==> src/design/mct_pkg.sv <==
package mct_pkg;

   localparam int ELEM_W      = 32;
   localparam int N_ELEM      = 4;
   localparam int COL_W       = 2;
   localparam int PROD_W      = 2 * ELEM_W;
   localparam int SUM_W       = PROD_W + 2;
   localparam int QUEUE_DEPTH = 4;
   localparam int QPTR_W      = $clog2(QUEUE_DEPTH);
   localparam int QCNT_W      = QPTR_W + 1;

   localparam logic signed [ELEM_W-1:0] ELEM_MAX = {1'b0, {(ELEM_W-1){1'b1}}};
   localparam logic signed [ELEM_W-1:0] ELEM_MIN = {1'b1, {(ELEM_W-1){1'b0}}};

   typedef enum logic {
      OP_LOAD      = 1'b0,
      OP_TRANSFORM = 1'b1
   } opcode_type;

   typedef logic signed [ELEM_W-1:0] elem_type;

   typedef struct packed {
      logic                          is_load;
      logic [COL_W-1:0]              col;
      logic [N_ELEM-1:0][ELEM_W-1:0] elem;
   } cmd_type;

   typedef struct packed {
      logic full;
      logic empty;
   } qstat_type;

endpackage

==> src/design/mct_front.sv <==
module mct_front #(
   parameter int DIM = 4
) (
   input  logic                    clock,
   input  logic                    reset,
   input  logic                    req_valid,
   output logic                    req_ready,
   input  logic                    req_opcode,
   input  logic [1:0]              req_column_index,
   input  mct_pkg::elem_type       req_elem_x,
   input  mct_pkg::elem_type       req_elem_y,
   input  mct_pkg::elem_type       req_elem_z,
   input  mct_pkg::elem_type       req_elem_w,
   output logic                    push,
   output mct_pkg::cmd_type        push_cmd,
   input  mct_pkg::qstat_type      qstat
);
   import mct_pkg::*;

   logic    front_valid_ff;
   cmd_type front_cmd_ff;
   cmd_type cmd_in;
   logic    accept;
   logic    keep;

   assign req_ready = !front_valid_ff || !qstat.full;
   assign accept    = req_valid && req_ready;
   assign push      = front_valid_ff && !qstat.full;
   assign push_cmd  = front_cmd_ff;

   // loads to a column outside the matrix are dropped here
   always_comb begin
      cmd_in.is_load = (req_opcode == OP_LOAD);
      cmd_in.col     = req_column_index;
      cmd_in.elem[0] = req_elem_x;
      cmd_in.elem[1] = req_elem_y;
      cmd_in.elem[2] = req_elem_z;
      cmd_in.elem[3] = req_elem_w;
      keep = (req_opcode == OP_TRANSFORM) || (int'(req_column_index) < DIM);
   end

   always_ff @(posedge clock) begin
      if (reset) begin
         front_valid_ff <= 1'b0;
      end else if (accept) begin
         front_valid_ff <= keep;
      end else if (push) begin
         front_valid_ff <= 1'b0;
      end
   end

   always_ff @(posedge clock) begin
      if (accept) begin
         front_cmd_ff <= cmd_in;
      end
   end

endmodule

==> config.mk <==
export PLATFORM = sky130hd
export DESIGN_NAME = mct_front
export DESIGN_NICKNAME = d
export VERILOG_FILES = /design/src/design/mct_pkg.sv /design/src/design/mct_front.sv
export SDC_FILE = /design/constraint.sdc
export NUM_CORES = 1
export LEC_CHECK = 0
export BUFFER_PORTS_ARGS = -buffer_cell sky130_fd_sc_hd__buf_2
export CAP_MARGIN = 5
export CORE_AREA = 2 2 104 106
export CTS_CLUSTER_DIAMETER = 50
export CTS_CLUSTER_SIZE = 30
export DETAILED_ROUTE_END_ITERATION = 8
export DIE_AREA = 0 0 106 108
export GPL_TIMING_DRIVEN = 0
export PLACE_DENSITY_LB_ADDON = 0.05
export SYNTH_ARGS = -nofsm -noshare
export SYNTH_HDL_FRONTEND = slang
export SYNTH_SLANG_ARGS = --single-unit
==> constraint.sdc <==
create_clock -name clock -period 12.3 [get_ports clock]
set_clock_uncertainty 0.2 [all_clocks]
set_input_delay 2.46 -clock clock [delete_from_list [all_inputs] [get_ports clock]]
set_output_delay 2.46 -clock clock [all_outputs]
set_load 0.01 [all_outputs]
# Word level (Yosys, flattened, before mapping)
# Cells that the tools add are included.
[totals]
reg_bits = 132
inputBits = 136
output_inout_bits = 133
word_cells = 16
[classes]
mux = 2
n_bitwise = 1
n_reduce_logical = 6
[op_table]
columns = ["operator", "n"]
rows = [
  ["$logic_and 1x1->1", 2],
  ["$logic_not 1->1", 2],
  ["$mux 1", 2],
  ["$reduce_bool 2->1", 1],
  ["$logic_or 1x1->1", 1],
  ["$not 1->1", 1],
]

# Longest topological paths before layout
[depth]
ltp_word = 4
ltp_mapped = 2
mapped_depth_nobuf = 2

# Worst setup path before layout
# No wires, ideal clock.
[synth_path]
path_type = "input-to-reg"
startpoint = "in qstat[1] (netlist bit)"
endpoint = "reg front_cmd_ff (netlist bit push_cmd[0]), enable pin"
setup_ns = 0.506
arrival_time_ns = 5.624
required_ns = 11.594
setup_slack_ns = 5.970
stages = 2
n_path_buf = 0
cell_sequence = "nand2_1 and2_1"
[synth_via]
elab_chain_cells = 3
[synth_lines]
columns = ["element", "line_no", "text"]
rows = [
  ["start, declared", "mct_front.sv:16", "input mct_pkg::qstat_type qstat"],
  ["$logic_not 1->1", "mct_front.sv:26", "assign req_ready = !front_valid_ff || !qstat.full;"],
  ["$logic_or 1x1->1", "mct_front.sv:26", ""],
  ["$logic_and 1x1->1", "mct_front.sv:27", "assign accept = req_valid && req_ready;"],
  ["named net accept", "mct_front.sv:23", "logic accept;"],
  ["end signal, assigned", "mct_front.sv:54", "front_cmd_ff <= cmd_in;"],
  ["end, declared", "mct_front.sv:21", "cmd_type front_cmd_ff;"],
]
# The timed path passes the listed nets, and every way through them passes these cells.
# A chain may end at the register's enable or synchronous reset.

# Worst setup path in the final report
[layout_path]
startpoint = "in qstat[1] (netlist bit)"
endpoint = "out push"
[layout_via]
elab_chain_cells = 2
[layout_lines]
columns = ["element", "line_no", "text"]
rows = [
  ["$logic_not 1->1", "mct_front.sv:28", "assign push = front_valid_ff && !qstat.full;"],
  ["$logic_and 1x1->1", "mct_front.sv:28", ""],
  ["end, declared", "mct_front.sv:14", "output logic push,"],
]
# Every way passes these cells.

==> impl_summary.txt <==
----------------------------------------------------
[Power and ir drop]
  Cell leakage power ... between 2 and 3 nW
  Overall power ... 1.10 mW
  VDD IR max ... about 0.082 mV
  Power per standard cell area ... 180 nW/um2

[Synthesis]
  Average cell area after synthesis ... 28.9 um2
  Async set-or-reset flop fraction in the synthesized netlist ... 0
  Number of flops mapped to enable cells by yosys ... 131
  Syn. warnings ... 0
  Total nets after synthesis ... between 200 and 300
  Area leader, netlist ... sky130_fd_sc_hd__edfxtp_1
  Unique cell type count in the Yosys netlist ... 8
  Ranking of synthesized cells by area ... sky130_fd_sc_hd__edfxtp_1 (99%), sky130_fd_sc_hd__dfxtp_1 (0.50%), sky130_fd_sc_hd__and2b_2 (0.22%)
  Synth Instances ... 138
  Share of synthesized area occupied by flip-flops and latches ... 0.992
  Combined area of all synthesized cells ... approximately 4000 um2
  Dominant cell by count in the synthesized netlist ... sky130_fd_sc_hd__edfxtp_1
  Most used flip-flop cell after synthesis ... sky130_fd_sc_hd__edfxtp_1
  Area share of the largest cell type after synthesis ... 0.987
  Total of flip-flops plus latches after synthesis ... approximately 130

[Clocking]
  Latest clock arrival within the worst-skew pair ... 510 ps
  TritonCTS Buffers ... 17
  Clk buf depth ... 2
  Gates resized, CTS repair ... 0
  Post-CTS repair timing setup buffer count ... 0
  Clock-pin slew reported for the worst setup and hold paths after clock tree synthesis ... 60 ps
  Cts hold-fix bufs ... 0
  Clock root buffer master ... sky130_fd_sc_hd__clkbuf_8
  Total number of H-tree levels ... 4
  Clock tree from TritonCTS ... yes
  Clk sink count ... about 130

[Worst setup path]
  Worst EP required ... 9640 ps
  CP arrival ... 2890 ps
  Worst R2R End ... push_cmd[2]
  Crit path kind ... in -> out
  Max Fanout on Critical Path ... 3
  Critical register-to-register path startpoint ... front_valid_ff
  Reg-to-reg slack, setup ... slightly above 10,000 ps
  Startpoint type of the worst setup path ... input pin
  Nature of the critical path endpoint ... primary output
  Register-to-Register Path Depth ... 4

[Die]
  DIE WIDTH ... 106 um
  Overall die area ... 11,400 um2
  Number of rows created at floorplan ... 37
  Placeable core region ... slightly above 10,000 um2
  Effective utilization at floorplan ... 0.390
  Count of boundary I/O pins ... ~270
  DIE HEIGHT ... approximately 110 um

[Place]
  Detailed Place HPWL ... just under 7000 um
  Global placement routability congestion ... between 0.7 and 0.8
  Count of buffers from port buffering ... 267
  Count of placed standard cells including taps ... 543

[Hold path]
  WHS Endpoint ... front_valid_ff
  Hold crit path type ... reg -> reg
  Min-Delay Path Depth ... 2
  Hold path startpoint ... front_valid_ff

[STA]
  Max Clk Rate ... 0.180 GHz
  Final worst hold slack ... 309 ps
  Number of pins exceeding their max-slew limit in the final report ... 0
  Final critical-path share of the clock period ... 0.451
  Relative slew slack ... 0.774
  RSZ-0062 raised after global routing ... false
  Post-route minimum period ... 5550 ps
  Final number of setup-violating endpoints ... 0
  Slew of the pin with the lowest slew margin ... 339 ps
  Setup TNS ... 0 ps
  Count of final hold-check violations ... 0

[Cells and area]
  Core utilization of the finished layout ... 0.599
  Final net count ... ~560
  Final standard cell count with taps included and fillers excluded ... 575
  P&R area growth vs syn ... 53.8%
  Share of post-route cells with drive strength above 1 ... 0.677
  Number of inserted diodes ... 0

[Routing]
  Total via count after detailed routing ... 2,443
  Iter 0 DRT Violations ... 112
  Remaining antenna violation count ... 0
  Post-detailed-routing wire length ... about 9200 um
  Number of design rule violations left after detail routing ... 0
  Vias per cell ... 4.25
  Total iterations of the first detailed-routing run ... 4
  Routed length per instance ... 16.0 um

[Status]
  Outcome ... completed

[Global routing]
  Initial antenna violation count ... 0
  GRT Resource Usage Total ... 0.164
  Via count of the first global-routing pass ... around 2,500
  First-pass GRT wire length ... 13,200 um
  Maximum number of pins on one net before global-route repair ... 67
  Aggregate global routing overflow ... 0

[Job]
  Total of max-cap violations ... 0

----------------------------------------------------
==> metrics by stage <==
stage / cell area (um2) / worst slack [ps]
2_1_floorplan: 3990 / 5970
3_3_place_gp: 5490 / 4840
3_5_place_dp: 5540 / 6750
4_1_cts: 6130 / 6750
5_1_grt: 6130 / 6720
6_report: 6130 / 6750
==> placed cells by master, fill, tap and decap left out <==
cell type                    instances
sky130_fd_sc_hd__buf_2             267
sky130_fd_sc_hd__edfxtp_1          131
sky130_fd_sc_hd__clkbuf_16          16
sky130_fd_sc_hd__bufinv_16           4
sky130_fd_sc_hd__clkbuf_1            4
sky130_fd_sc_hd__clkinv_2            3
sky130_fd_sc_hd__clkinv_1            2
sky130_fd_sc_hd__nand2_1             1
sky130_fd_sc_hd__and2_4              1
sky130_fd_sc_hd__and2b_2             1
sky130_fd_sc_hd__inv_1               1
sky130_fd_sc_hd__a21oi_1             1
sky130_fd_sc_hd__nor2_1              1
sky130_fd_sc_hd__clkbuf_8            1
sky130_fd_sc_hd__clkinvlp_4          1
sky130_fd_sc_hd__clkinv_4            1
sky130_fd_sc_hd__dfxtp_1             1
sky130_fd_sc_hd__buf_12              1
sky130_fd_sc_hd__buf_16              1
==> sequential cells by signal (all words and copies together) (netlist names) <==
| name | count |
|---|---|
| push_cmd | 131 |
| front_valid_ff | 1 |
==> how the worst max path moves through the flow <==
stage | startpoint | cells after the start | slack [ps] | end
after floorplan | qstat[1] | 2 | 5970 | push_cmd[0]
after global placement | qstat[1] | 3 | 4840 | push_cmd[110]
after detailed placement | qstat[1] | 3 | 6750 | push
after CTS | qstat[1] | 3 | 6750 | push
after global routing | qstat[1] | 3 | 6720 | push
final | qstat[1] | 3 | 6750 | push
==> cells by family after synthesis <==
family          share of synthesized area
buf+inv                          0.000941
compound gates                    0.00125
simple gates                      0.00565
flops                               0.992
==> per-layer routing <==
metal,global-route usage,vias up,share of wire
li1,-,1138,-
met1,0.158,1131,0.33
met2,0.286,161,0.53
met3,0.0989,13,0.12
met4,0.0667,0,0.013
met5,0,-,0
==> worst max-delay path: stages <==
cell                      delay [ps]
sky130_fd_sc_hd__buf_2            90
sky130_fd_sc_hd__and2b_2         200
sky130_fd_sc_hd__buf_2           130
==> report_power, final <==
part           leakage (nW)  switching (mW)  internal (mW)
registers              1.28         0.00544          0.527
logic                  1.09          0.0401         0.0332
clock network         0.285           0.170          0.327
total                  2.65           0.216          0.886
==> final cells by class <==
cell class                 count  area, um2
fill                         835       4100
sequential                   132       3950
timing repair buffer         269       1380
clock buffer                  21        429
tap                          136        170
clock inverter                11        159
multi-input combinational      5       30.0
inverter                       1       3.75
Power figures use the tool's default switching activity.
