<file path="src/design/mct_pkg.sv">
package mct_pkg;

   localparam int ELEM_W      = 32;
   localparam int N_ELEM      = 4;
   localparam int COL_W       = 2;
   localparam int PROD_W      = 2 * ELEM_W;
   localparam int SUM_W       = PROD_W + 2;
   localparam int QUEUE_DEPTH = 4;
   localparam int QPTR_W      = $clog2(QUEUE_DEPTH);
   localparam int QCNT_W      = QPTR_W + 1;

   localparam logic signed [ELEM_W-1:0] ELEM_MAX = {1'b0, {(ELEM_W-1){1'b1}}};
   localparam logic signed [ELEM_W-1:0] ELEM_MIN = {1'b1, {(ELEM_W-1){1'b0}}};

   typedef enum logic {
      OP_LOAD      = 1'b0,
      OP_TRANSFORM = 1'b1
   } opcode_type;

   typedef logic signed [ELEM_W-1:0] elem_type;

   typedef struct packed {
      logic                          is_load;
      logic [COL_W-1:0]              col;
      logic [N_ELEM-1:0][ELEM_W-1:0] elem;
   } cmd_type;

   typedef struct packed {
      logic full;
      logic empty;
   } qstat_type;

endpackage

</file>
<file path="src/design/mct_fifo.sv">
module mct_fifo (
   input  logic               clock,
   input  logic               reset,
   input  logic               push,
   input  mct_pkg::cmd_type   push_cmd,
   input  logic               pop,
   output mct_pkg::cmd_type   pop_cmd,
   output mct_pkg::qstat_type qstat
);
   import mct_pkg::*;

   cmd_type           mem_ff [QUEUE_DEPTH];
   logic [QPTR_W-1:0] wr_ptr_ff;
   logic [QPTR_W-1:0] rd_ptr_ff;
   logic [QCNT_W-1:0] count_ff;

   assign qstat.full  = (count_ff == QCNT_W'(QUEUE_DEPTH));
   assign qstat.empty = (count_ff == '0);
   assign pop_cmd     = mem_ff[rd_ptr_ff];

   always_ff @(posedge clock) begin
      if (reset) begin
         wr_ptr_ff <= '0;
         rd_ptr_ff <= '0;
         count_ff  <= '0;
      end else begin
         if (push) begin
            wr_ptr_ff <= wr_ptr_ff + 1'b1;
         end
         if (pop) begin
            rd_ptr_ff <= rd_ptr_ff + 1'b1;
         end
         if (push && !pop) begin
            count_ff <= count_ff + 1'b1;
         end else if (pop && !push) begin
            count_ff <= count_ff - 1'b1;
         end
      end
   end

   always_ff @(posedge clock) begin
      if (push) begin
         mem_ff[wr_ptr_ff] <= push_cmd;
      end
   end

`ifndef SYNTHESIS
   a_no_push_full: assert property (@(posedge clock) disable iff (reset)
      push |-> !qstat.full) else $error("push into full queue");
   a_no_pop_empty: assert property (@(posedge clock) disable iff (reset)
      pop |-> !qstat.empty) else $error("pop from empty queue");
   a_count_bound: assert property (@(posedge clock) disable iff (reset)
      count_ff <= QCNT_W'(QUEUE_DEPTH)) else $error("queue count out of range");
`endif

endmodule

</file>
<file path="config.mk">
export PLATFORM = sky130hd
export DESIGN_NAME = mct_fifo
export DESIGN_NICKNAME = d
export VERILOG_FILES = /design/src/design/mct_pkg.sv /design/src/design/mct_fifo.sv
export SDC_FILE = /design/constraint.sdc
export NUM_CORES = 1
export LEC_CHECK = 0
export BUFFER_PORTS_ARGS = -buffer_cell sky130_fd_sc_hd__buf_2
export CAP_MARGIN = 25
export CORE_MARGIN = 2
export CORE_UTILIZATION = 45
export CTS_CLUSTER_SIZE = 8
export DETAILED_ROUTE_END_ITERATION = 10
export GPL_TIMING_DRIVEN = 0
export MAX_ROUTING_LAYER = met4
export PLACE_DENSITY_LB_ADDON = 0.3
export SLEW_MARGIN = 20
export SYNTH_ARGS = -nofsm -noshare
export SYNTH_HDL_FRONTEND = slang
export SYNTH_SLANG_ARGS = --single-unit
</file>
<file path="constraint.sdc">
create_clock -name clock -period 5.8 [get_ports clock]
set_input_delay 1.16 -clock clock [delete_from_list [all_inputs] [get_ports clock]]
set_output_delay 1.16 -clock clock [all_outputs]
set_load 0.05 [all_outputs]
</file>
Word-level counts from Yosys, hierarchy flattened
Memories as Yosys holds them, arrays and structs flattened. A register that Yosys moved wholly into a read port is not among the register bits. Index checks and enable logic that the tools add are counted.

Multiplexer cells: 6. Reductions and logical operators: 6. Equal/unequal tests: 1. $add $sub $neg: 4.

Operators with widths (count): $mux 3 (2); $add 2x1->2 const B (2); $mux 2 (2); $add 3x1->3 const B (1); $eq 3x3->1 const B (1); $logic_not 3->1 (1); $sub 3x1->3 const B (1); $logic_and 1x1->1 (2); $logic_not 1->1 (2); $mux 1 (2); $reduce_bool 2->1 (1).

Memories kept: 1. Flip-flop bits (word level): 7. Logic and storage cells: 21. Bits of input ports: 135. RAM bits: 524. Output and inout port bits: 133.

Memories: mem_ff (words 4, width 131, read ports 1, clocked after memory_dff 1, write ports 1, line mct_fifo.sv:12) `cmd_type mem_ff [QUEUE_DEPTH];`.

Longest topological paths before layout
Gate-level depths: netlist of the first run.

Depth in word-level cells: 4. Mapped depth: 7. Gate-level depth less buffers: 7.

Worst setup path before layout of the first run
Ideal clock, no wire load.

Kind: input -> register. Start: input port push. End: memory mem_ff[0][0] (netlist name) (enable). Path slack: 1.135 ns. Data arrival time: 4.160 ns. Library setup time: 0.505 ns. Stages: 1. Required time: 5.295 ns. Buffers on the path: 0. Cell sequence: and2_1.

Cells in the longest elaborated chain, start to end: 2.

RTL lines: start: declaration (line mct_fifo.sv:4) `input logic push,`; $mux 1 (line mct_fifo.sv:42) `if (push) begin`; $mux 1 (implied by the code) (line mct_fifo.sv:43) `mem_ff[wr_ptr_ff] <= push_cmd;`; end: declaration (line mct_fifo.sv:12).

No other way between the ends.

==> out/qor.yml, run 1 <==
outcome:
  status: "finished, final reports clean"
finish:
  nNetsFinal: 1226
  drive_gt1_share_pct: 47.3
  final_cells: 1656
  final_cell_mix: "edfxtp_1, buf_2, mux4_2"
  regArea_um2: 15900
  syn2layout_area_growth_pct: 22.8
  fin_area_um2: 23800
  final_common_cell: "edfxtp_1"
  multiInputGateArea_um2: 3190
  fillers: 3170
synthesis:
  synth_area_leaders: "edfxtp_1, mux4_2, dfxtp_1"
  netlist.area_leader.share_pct: 81.2
  avgSynthCellArea_um2: 26.6
  syn_area_um2: 19400
  syn_nets: 870
  synth_seq_cells: 533
  synth_cell_type_count: 22
  yosysTopAreaCell: "edfxtp_1"
  yosysWarnings: 0
  synth-seq-area-share_pct: 82.1
  syn-instance-count: 729
route:
  drtIter0Drc: 501
  viasPerCell: 5.28
  vias: 8750
  wl_mm: 37.8
  ant_nets: 0
  wire_per_inst_um: 22.8
  dr.pass1.iters: 5
  drc: 0
timing:
  setup_viol: 0
  maxSlewViolCount: 0
  clock_skew_ns: 0.0169
  period_share_pct: 64.5
  slew_headroom_pct: 56.5
  hold_viol_final: 0
  final.min_clock_period_ns: 3.74
  fmax_mhz: 267
  tightest_slew_ns: 0.653
  rsz0062_at_grt: "no"
clocking:
  insertion_delay_ns: 0.59
  cts_inserted_buffers: 76
  clock_sinks: 533
  cts_resized: 0
  hold_buffers: 0
  clockRootBuffer: "clkbuf_16"
  cts_tree: "built"
  post_cts_buffers: 0
  clockBufferDepth: 3
  path_clk_slew_ns: 0.05
  htree_levels: 3
worst_setup_path:
  crit_path_end_kind: "output pin"
  arrival_ns: 2.58
  setup.worst_path.start_class: "register"
  rr_startpoint: "wr_ptr_ff[0]"
  crit_fanout: 10
  critPathRequiredTime_ns: 4.64
  r2r_cells: 4
  crit_type: "register to output pin"
  crit_end: "pop_cmd[84]"
  rr_endpoint: "mem_ff[3][43]"
  r2r_setup_slack_ns: 3.82
die:
  ioPinCount: 268
  die-area_um2: 44700
  rows: 76
  fp.coreArea_um2: 42800
  die_w_um: 212
  initial_core_util_pct: 45.3
  die_height_um: 212
global_routing:
  grt_pass1_vias: 9423
  antenna_found_initial: 6
  overflow: 0
  met1_usage_pct: 22.6
  globalRoute.busiestLayer: "met2"
  grt_pass1_wl_mm: 56.3
  use_met2_pct: 26.7
  met3_usage_pct: 5.98
  track_usage_pct: 17.7
  grt_start_max_net_pins: 46
power:
  cellPowerDensity_nw_per_um2: 406
  peakVddDrop_mv: 0.324
  p_leak_nw: 8.10
job:
  drv_cap: 0
placement:
  hpwl_mm: 22.9
  dp_cells: 1553
  gp_congestion: 0.687
  placed_cell_area_um2: 21700
  port-buffer-count: 266
worst_hold_path:
  hp-class: "register to register"
[sequential cells by signal, indices dropped and copies added, names as in the netlist, named ones only]
| name | cells |
|---|---|
| mem_ff | 524 |
| rd_ptr_ff | 2 |
| wr_ptr_ff | 2 |
| count_ff | 3 |
[area by class of cell]
type | count | share of cell area (%)
Antenna cell | 6 | 0.0631
Buffer | 31 | 1.11
Clock buffer | 97 | 8.77
Inverter | 4 | 0.0631
Multi-Input combinational cell | 161 | 13.4
Sequential cell | 533 | 66.9
Tap cell | 546 | 2.87
Timing Repair Buffer | 278 | 6.85
[per-stage QoR]
step / power, mW / TNS (ns) / setup slack (ns) / hold WS [ns] / utilization [%]
finish: 9.67 / 0 / 2.06 / 0.514 / 55.6
global route: 10.0 / 0 / 1.90 / 0.561 / 55.6
CTS: 9.82 / 0 / 1.94 / 0.528 / 55.6
detailed placement: 5.86 / 0 / 2.58 / 0.520 / 50.7
global placement: 5.86 / -835.87 / -1.62 / 0.490 / 50.0
floorplan: 5.50 / 0 / 1.13 / 0.466 / -
[cells in the mapped netlist]
cell / n
xor2_1: 3
nand2_1: 1
o21ai_0: 1
nor2_1: 7
buf_6: 1
ha_1: 5
dfxtp_1: 9
and2_1: 4
xnor2_1: 2
nor3b_1: 1
buf_4: 3
buf_8: 10
clkbuf_1: 3
mux4_2: 131
mux2i_1: 2
fa_1: 1
inv_1: 4
or3_1: 1
nor3_1: 1
a21oi_1: 1
buf_2: 14
edfxtp_1: 524
[layer usage]
layer,vias up,share of wire (%)
met1,4576,42
met3,38,7.8
met2,268,49
met5,-,0
met4,0,1.5
li1,3868,-
[kinds of logic (layout without fill, tap and decap cells)]
logic type | count (synthesis) | count (layout) | synth area share (%)
flip-flops | 533 | 533 | 82.1
multiplexers | 133 | 133 | 15.3
buffers and inverters | 35 | 410 | 1.45
AND/OR/NAND/NOR | 15 | 15 | 0.381
adder cells (fa/ha/maj) | 6 | 6 | 0.426
XOR/XNOR | 5 | 5 | 0.226
AO/OA/AOI/OAI | 2 | 2 | 0.0516
other | 0 | 6 | 0
[where the power goes]
part	total, mW	internal (mW)	switching, mW	leakage [nW]
Sequential	4.48	4.44	0.0399	4.89
Combinational	1.30	0.397	0.900	2.19
Clock	3.90	2.46	1.44	1.02
[worst min path at each step]
stage | startpoint | end | slack (ns) | cells past startpoint
after floorplan | count_ff[2] | count_ff[2] | 0.47 | 2
after global placement | count_ff[2] | count_ff[2] | 0.49 | 2
after detailed placement | rd_ptr_ff[1] | register | 0.52 | 2
after CTS | rd_ptr_ff[1] | register | 0.53 | 2
after global routing | rd_ptr_ff[1] | register | 0.56 | 2
final | rd_ptr_ff[1] | register | 0.51 | 2
[worst max-delay path, stage by stage, from the launching register on]
cell      delay (ns)
dfxtp_1         0.30
clkbuf_1        0.26
buf_2           0.44
buf_2           0.39
mux4_2          0.37
buf_2           0.25
(Power assumes the default switching activity.)
==> inputs of run 2 (changes only) <==
==> constraint.sdc (replaced) <==
create_clock -name clock -period 3.12 [get_ports clock]
set_input_delay 0.624 -clock clock [delete_from_list [all_inputs] [get_ports clock]]
set_output_delay 0.624 -clock clock [all_outputs]
set_load 0.05 [all_outputs]
==> run 2 against run 1 <==
Against the previous run:
- clock skew about the same
- non-clock buffer count decreased by 1
- register-to-register slack got worse by 2.7 ns
- sequential power increased by 86%
- setup slack got worse by 1.9 ns
- final cell count unchanged
- total power increased by 85%
- clock power increased by 83%
- sequential share of layout area increased by 0.12 points
- combinational power increased by 85%
- first-iteration DRC count increased by 15%
- sequential cell count unchanged
- critical path type unchanged
- critical endpoint is now pop_cmd[113]
- highest routed layer unchanged
==> out/qor.yml, run 2 (synthesis results as in run 1) <==
timing:
  slew_headroom_pct: 58.7
  fmax_mhz: 336
  hold_viol_final: 0
  rsz0062_at_grt: "no"
  clock_skew_ns: 0.0167
  final.min_clock_period_ns: 2.98
  tightest_slew_ns: 0.620
  setup_viol: 0
  period_share_pct: 95.4
  setup_tns_ns: 0
  maxSlewViolCount: 0
power:
  peakVddDrop_mv: 0.560
  cellPowerDensity_nw_per_um2: 752
  p_leak_nw: 8.07
  power_mw: 17.9
route:
  vias: 8733
  drtIter0Drc: 577
  ant_nets: 0
  drc: 0
  dr.pass1.iters: 4
  viasPerCell: 5.27
  wl_mm: 37.1
  wire_per_inst_um: 22.4
clocking:
  path_clk_slew_ns: 0.05
  insertion_delay_ns: 0.58
  clockBufferDepth: 3
  cts_tree: "built"
  clockRootBuffer: "clkbuf_16"
  cts_inserted_buffers: 76
  htree_levels: 3
  clock_sinks: 533
  post_cts_buffers: 0
global_routing:
  grt_pass1_vias: 9378
  grt_start_max_net_pins: 45
  track_usage_pct: 17.5
  grt_pass1_wl_mm: 55.9
  overflow: 0
  antenna_found_initial: 7
finish:
  nNetsFinal: 1225
  largest_register: "mem_ff"
  postLayoutCoreUtil_pct: 55.5
  drive_gt1_share_pct: 47.5
  final_cell_mix: "edfxtp_1, buf_2, mux4_2"
  largest_reg_flops: 524
  reg_top3: "mem_ff x524, count_ff x3"
  fillers: 3201
  syn2layout_area_growth_pct: 22.6
  final_common_cell: "edfxtp_1"
outcome:
  status: "finished, final reports clean"
worst_setup_path:
  crit_fanout: 10
  cpPeakStageDelay_ns: 0.49
  worstPathCellList: "buf_4 > buf_2 > mux4_2 > buf_2"
  crit_path_frequent_cell: "buf_2"
  worst-path-buf-inv: 3
  arrival_ns: 2.35
  setup.worst_path.start_class: "register"
  crit_type: "register to output pin"
  cpLargestDelayFamily: "buffers and inverters"
  crit_path_end_kind: "output pin"
  critPathRequiredTime_ns: 2.50
  worst_path_max_delay_cell: "dfxtp_1"
job:
  drv_cap: 0
die:
  initial_core_util_pct: 45.3
  die-area_um2: 44700
  die_w_um: 212
  rows: 76
  die_height_um: 212
  fp.coreArea_um2: 42800
  ioPinCount: 268
worst_hold_path:
  hp-class: "primary input to register"
placement:
  gp_congestion: 0.689
  hpwl_mm: 22.8
  port-buffer-count: 266
## run 2: worst register-to-register path, cell delays in order (launching register included)
cell	delay, ns
dfxtp_1	0.39
ha_1	0.17
and2_4	0.48
buf_12	0.29
buf_16	0.27
## run 2: per-stage QoR
stage,hold slack [ns],setup WS [ns],cells,cell area [µm²]
after global routing,0.235,0.00273,1655,23800
after CTS,0.217,0.0336,1648,23700
after detailed placement,0.490,0.370,1553,21700
after global placement,0.487,-1.14,1541,21400
after floorplan,0.466,0.442,729,19400
final,0.253,0.144,1656,23800
## run 2: final timing paths
kind / from / end / slack (ns) / cells past startpoint
max: register / pop_cmd[113] / 0.14 / 4
min: push_cmd[38] / mem_ff[0][38] / 0.25 / 1
max reg2reg: wr_ptr_ff[0] / mem_ff[1][79] / 1.14 / 4
min reg2reg: count_ff[2] / count_ff[2] / 0.50 / 2
## run 2: routing by layer
metal	global-route usage [%]	share of wire [%]	vias to the layer above
met1	22.9	41	4546
met2	25.6	48	267
li1	-	-	3864
met5	-	0	-
met4	5.90	1.9	0
met3	6.32	9.1	56
## run 2: timing repair
item | in CTS | in global routing
gates resized for setup | 1 | 0
endpoints found under the setup margin | 90 | 0
hold buffers | 0 | 0
## run 2: power by group
group | leakage (nW) | switching (mW) | internal (mW)
Clock | 1.00 | 2.71 | 4.43
Combinational | 2.18 | 1.67 | 0.735
Sequential | 4.89 | 0.0743 | 8.25
## run 2: cell type report
class,instances,area (µm²),share of cell area [%]
antenna,8,20.0,0.0843
buffer,30,264,1.11
clock buffer,91,2000,8.42
clock inverter,5,61.3,0.258
inverter,4,15.0,0.0632
multi-input combinational,161,3190,13.4
sequential,533,15900,67.0
tap,546,683,2.88
timing repair buffer,278,1610,6.77
==> inputs of run 3 (changes only) <==
--- a/config.mk
+++ b/config.mk
@@ -5,15 +5,16 @@
 export SDC_FILE = /design/constraint.sdc
 export NUM_CORES = 1
 export LEC_CHECK = 0
-export BUFFER_PORTS_ARGS = -buffer_cell sky130_fd_sc_hd__buf_2
 export CAP_MARGIN = 25
 export CORE_MARGIN = 2
 export CORE_UTILIZATION = 45
 export CTS_CLUSTER_SIZE = 8
 export DETAILED_ROUTE_END_ITERATION = 10
+export DONT_BUFFER_PORTS = 1
 export GPL_TIMING_DRIVEN = 0
 export MAX_ROUTING_LAYER = met4
 export PLACE_DENSITY_LB_ADDON = 0.3
+export RECOVER_POWER = 100
 export SLEW_MARGIN = 20
 export SYNTH_ARGS = -nofsm -noshare
 export SYNTH_HDL_FRONTEND = slang
==> run 3 against run 2 <==
Against the previous run:
- fmax up 1.4%
- first-iteration DRC count down 3.6%
- total power down 2.1%
- die area unchanged
- wire length down 1.6%
- critical path depth unchanged
- global-route usage down 0.33 points
- the flow now finishes with violations (max-capacitance violations, max-slew violations)
- register-to-register slack worse by 0.92 ns
- clock skew down 0.0075 ns
- highest routed layer unchanged
- critical path type unchanged
==> out/qor.yml, run 3 (synthesis results as in run 1) <==
placement:
  port-buffer-count: 0
  hpwl_mm: 22.4
  placed_cell_area_um2: 20400
  gp_congestion: 0.689
global_routing:
  met1_usage_pct: 20.1
  grt_pass1_wl_mm: 53.6
  grt_pass1_vias: 8481
  globalRoute.busiestLayer: "met2"
  met3_usage_pct: 8.89
  grt_start_max_net_pins: 46
  track_usage_pct: 17.2
  antenna_found_initial: 0
  overflow: 0
  use_met2_pct: 25.6
die:
  rows: 76
  ioPinCount: 268
  die_w_um: 212
  die-area_um2: 44700
  fp.coreArea_um2: 42800
  die_height_um: 212
  initial_core_util_pct: 45.3
route:
  drtIter0Drc: 556
  wl_mm: 36.5
  dr.pass1.iters: 5
  drc: 0
  vias: 7744
  ant_nets: 0
  viasPerCell: 5.60
  wire_per_inst_um: 26.4
worst_setup_path:
  path_depth: 4
  rr_endpoint: "mem_ff[1][44]"
  cpPeakStageDelay_ns: 0.54
  rr_startpoint: "wr_ptr_ff[0]"
  worst_path_max_delay_cell: "mux4_2"
  setup.worst_path.start_class: "register"
  r2r_setup_slack_ns: 0.22
  cpLargestDelayFamily: "buffers and inverters"
  worstPathCellList: "clkbuf_1 > buf_4 > buf_2 > mux4_2"
  crit_fanout: 10
  critPathRequiredTime_ns: 2.50
  crit_type: "register to output pin"
  arrival_ns: 2.31
  r2r_cells: 4
  crit_path_end_kind: "output pin"
  worst-path-buf-inv: 3
  crit_end: "pop_cmd[34]"
clocking:
  cts_inserted_buffers: 76
  path_clk_slew_ns: 0.05
  cts_tree: "built"
  clock_sinks: 533
  htree_levels: 3
  hold_buffers: 0
  clockRootBuffer: "clkbuf_16"
  insertion_delay_ns: 0.58
  clockBufferDepth: 3
  post_cts_buffers: 0
power:
  cellPowerDensity_nw_per_um2: 784
  peakVddDrop_mv: 0.475
  p_leak_nw: 7.00
finish:
  largest_register: "mem_ff"
  final_cell_mix: "edfxtp_1, mux4_2, clkbuf_16"
  fin_area_um2: 22300
  n_antenna_cell: 0
  multiInputGateArea_um2: 3200
  drive_gt1_share_pct: 30.6
  largest_reg_flops: 524
  final_common_cell: "edfxtp_1"
  fillers: 3226
  syn2layout_area_growth_pct: 15.2
  reg_top3: "mem_ff x524, count_ff x3"
  regArea_um2: 15900
  nNetsFinal: 960
  postLayoutCoreUtil_pct: 52.2
timing:
  clock_skew_ns: 0.00914
  period_share_pct: 94.1
  rsz0062_at_grt: "no"
  tightest_slew_ns: 2.15
  slew_headroom_pct: -43.5
  final.min_clock_period_ns: 2.93
  maxSlewViolCount: 51
  hold_viol_final: 0
  fmax_mhz: 341
  setup_viol: 0
outcome:
  violations: "max-capacitance violations, max-slew violations"
  status: "finished, violations left"
job:
  drv_cap: 2
worst_hold_path:
  hp-class: "primary input to register"
  hold_depth: 0
-- run 3: cell types whose count changed in the layout (fill, tap and decap cells not counted), sizes merged --
cell,previous run,this run
clkinv,4,1
clkbuf,93,103
buf,306,34
diode,8,0
-- run 3: metrics by stage --
stage                     hold slack [ns]  power, mW  TNS (ns)  cells  worst slack (ns)
after floorplan                     0.466       10.2         0    729             0.442
after global placement              0.484       10.5   -463.20   1275            -0.913
after detailed placement            0.532       10.6         0   1287             0.481
after CTS                          0.0842       17.8         0   1383            0.0217
after global routing               0.0899       18.1         0   1383           0.00672
final                               0.137       17.5         0   1383             0.185
-- run 3: worst min-delay path by stage --
stage	from	end	slack, ns
floorplan	count_ff[2]	count_ff[2]	0.47
global placement	count_ff[2]	count_ff[2]	0.48
detailed placement	rd_ptr_ff[0]	register	0.53
CTS	push_cmd[102]	mem_ff[1][102]	0.08
global route	push_cmd[100]	mem_ff[0][100]	0.09
finish	push_cmd[54]	mem_ff[0][54]	0.14
-- run 3: repair_timing --
action                                  CTS  global route
resized for setup                         2             1
endpoints found under the setup margin   90             2
hold endpoints to repair                  0             0
-- run 3: cell type report --
type                    instances  share of cell area (%)
clock buffers                  94                    9.11
inverters                       4                  0.0672
clock inverters                 2                  0.0616
repair buffers                 12                   0.897
flip-flops and latches        533                    71.3
multi-input cells             161                    14.3
well taps                     546                    3.06
plain buffers                  31                    1.22
-- run 3: layer usage --
metal | part of all wire (%) | wire length (µm)
met1 | 38 | 13900
met2 | 48 | 17500
met3 | 11 | 4120
met4 | 2.6 | 936
met5 | 0 | 0
-- run 3: worst reg2reg max path, cell delays in order (launching register included) --
cell and delay (ns):
dfxtp_1 0.40, ha_1 0.17, and2_1 1.34, buf_12 0.35, buf_12 0.27
-- run 3: power by group --
group          switching [mW]  internal (mW)  leakage [nW]
clock network            2.65           4.47          1.00
logic                    1.54          0.510          1.11
registers              0.0720           8.26          4.89
total                    4.26           13.2          7.00
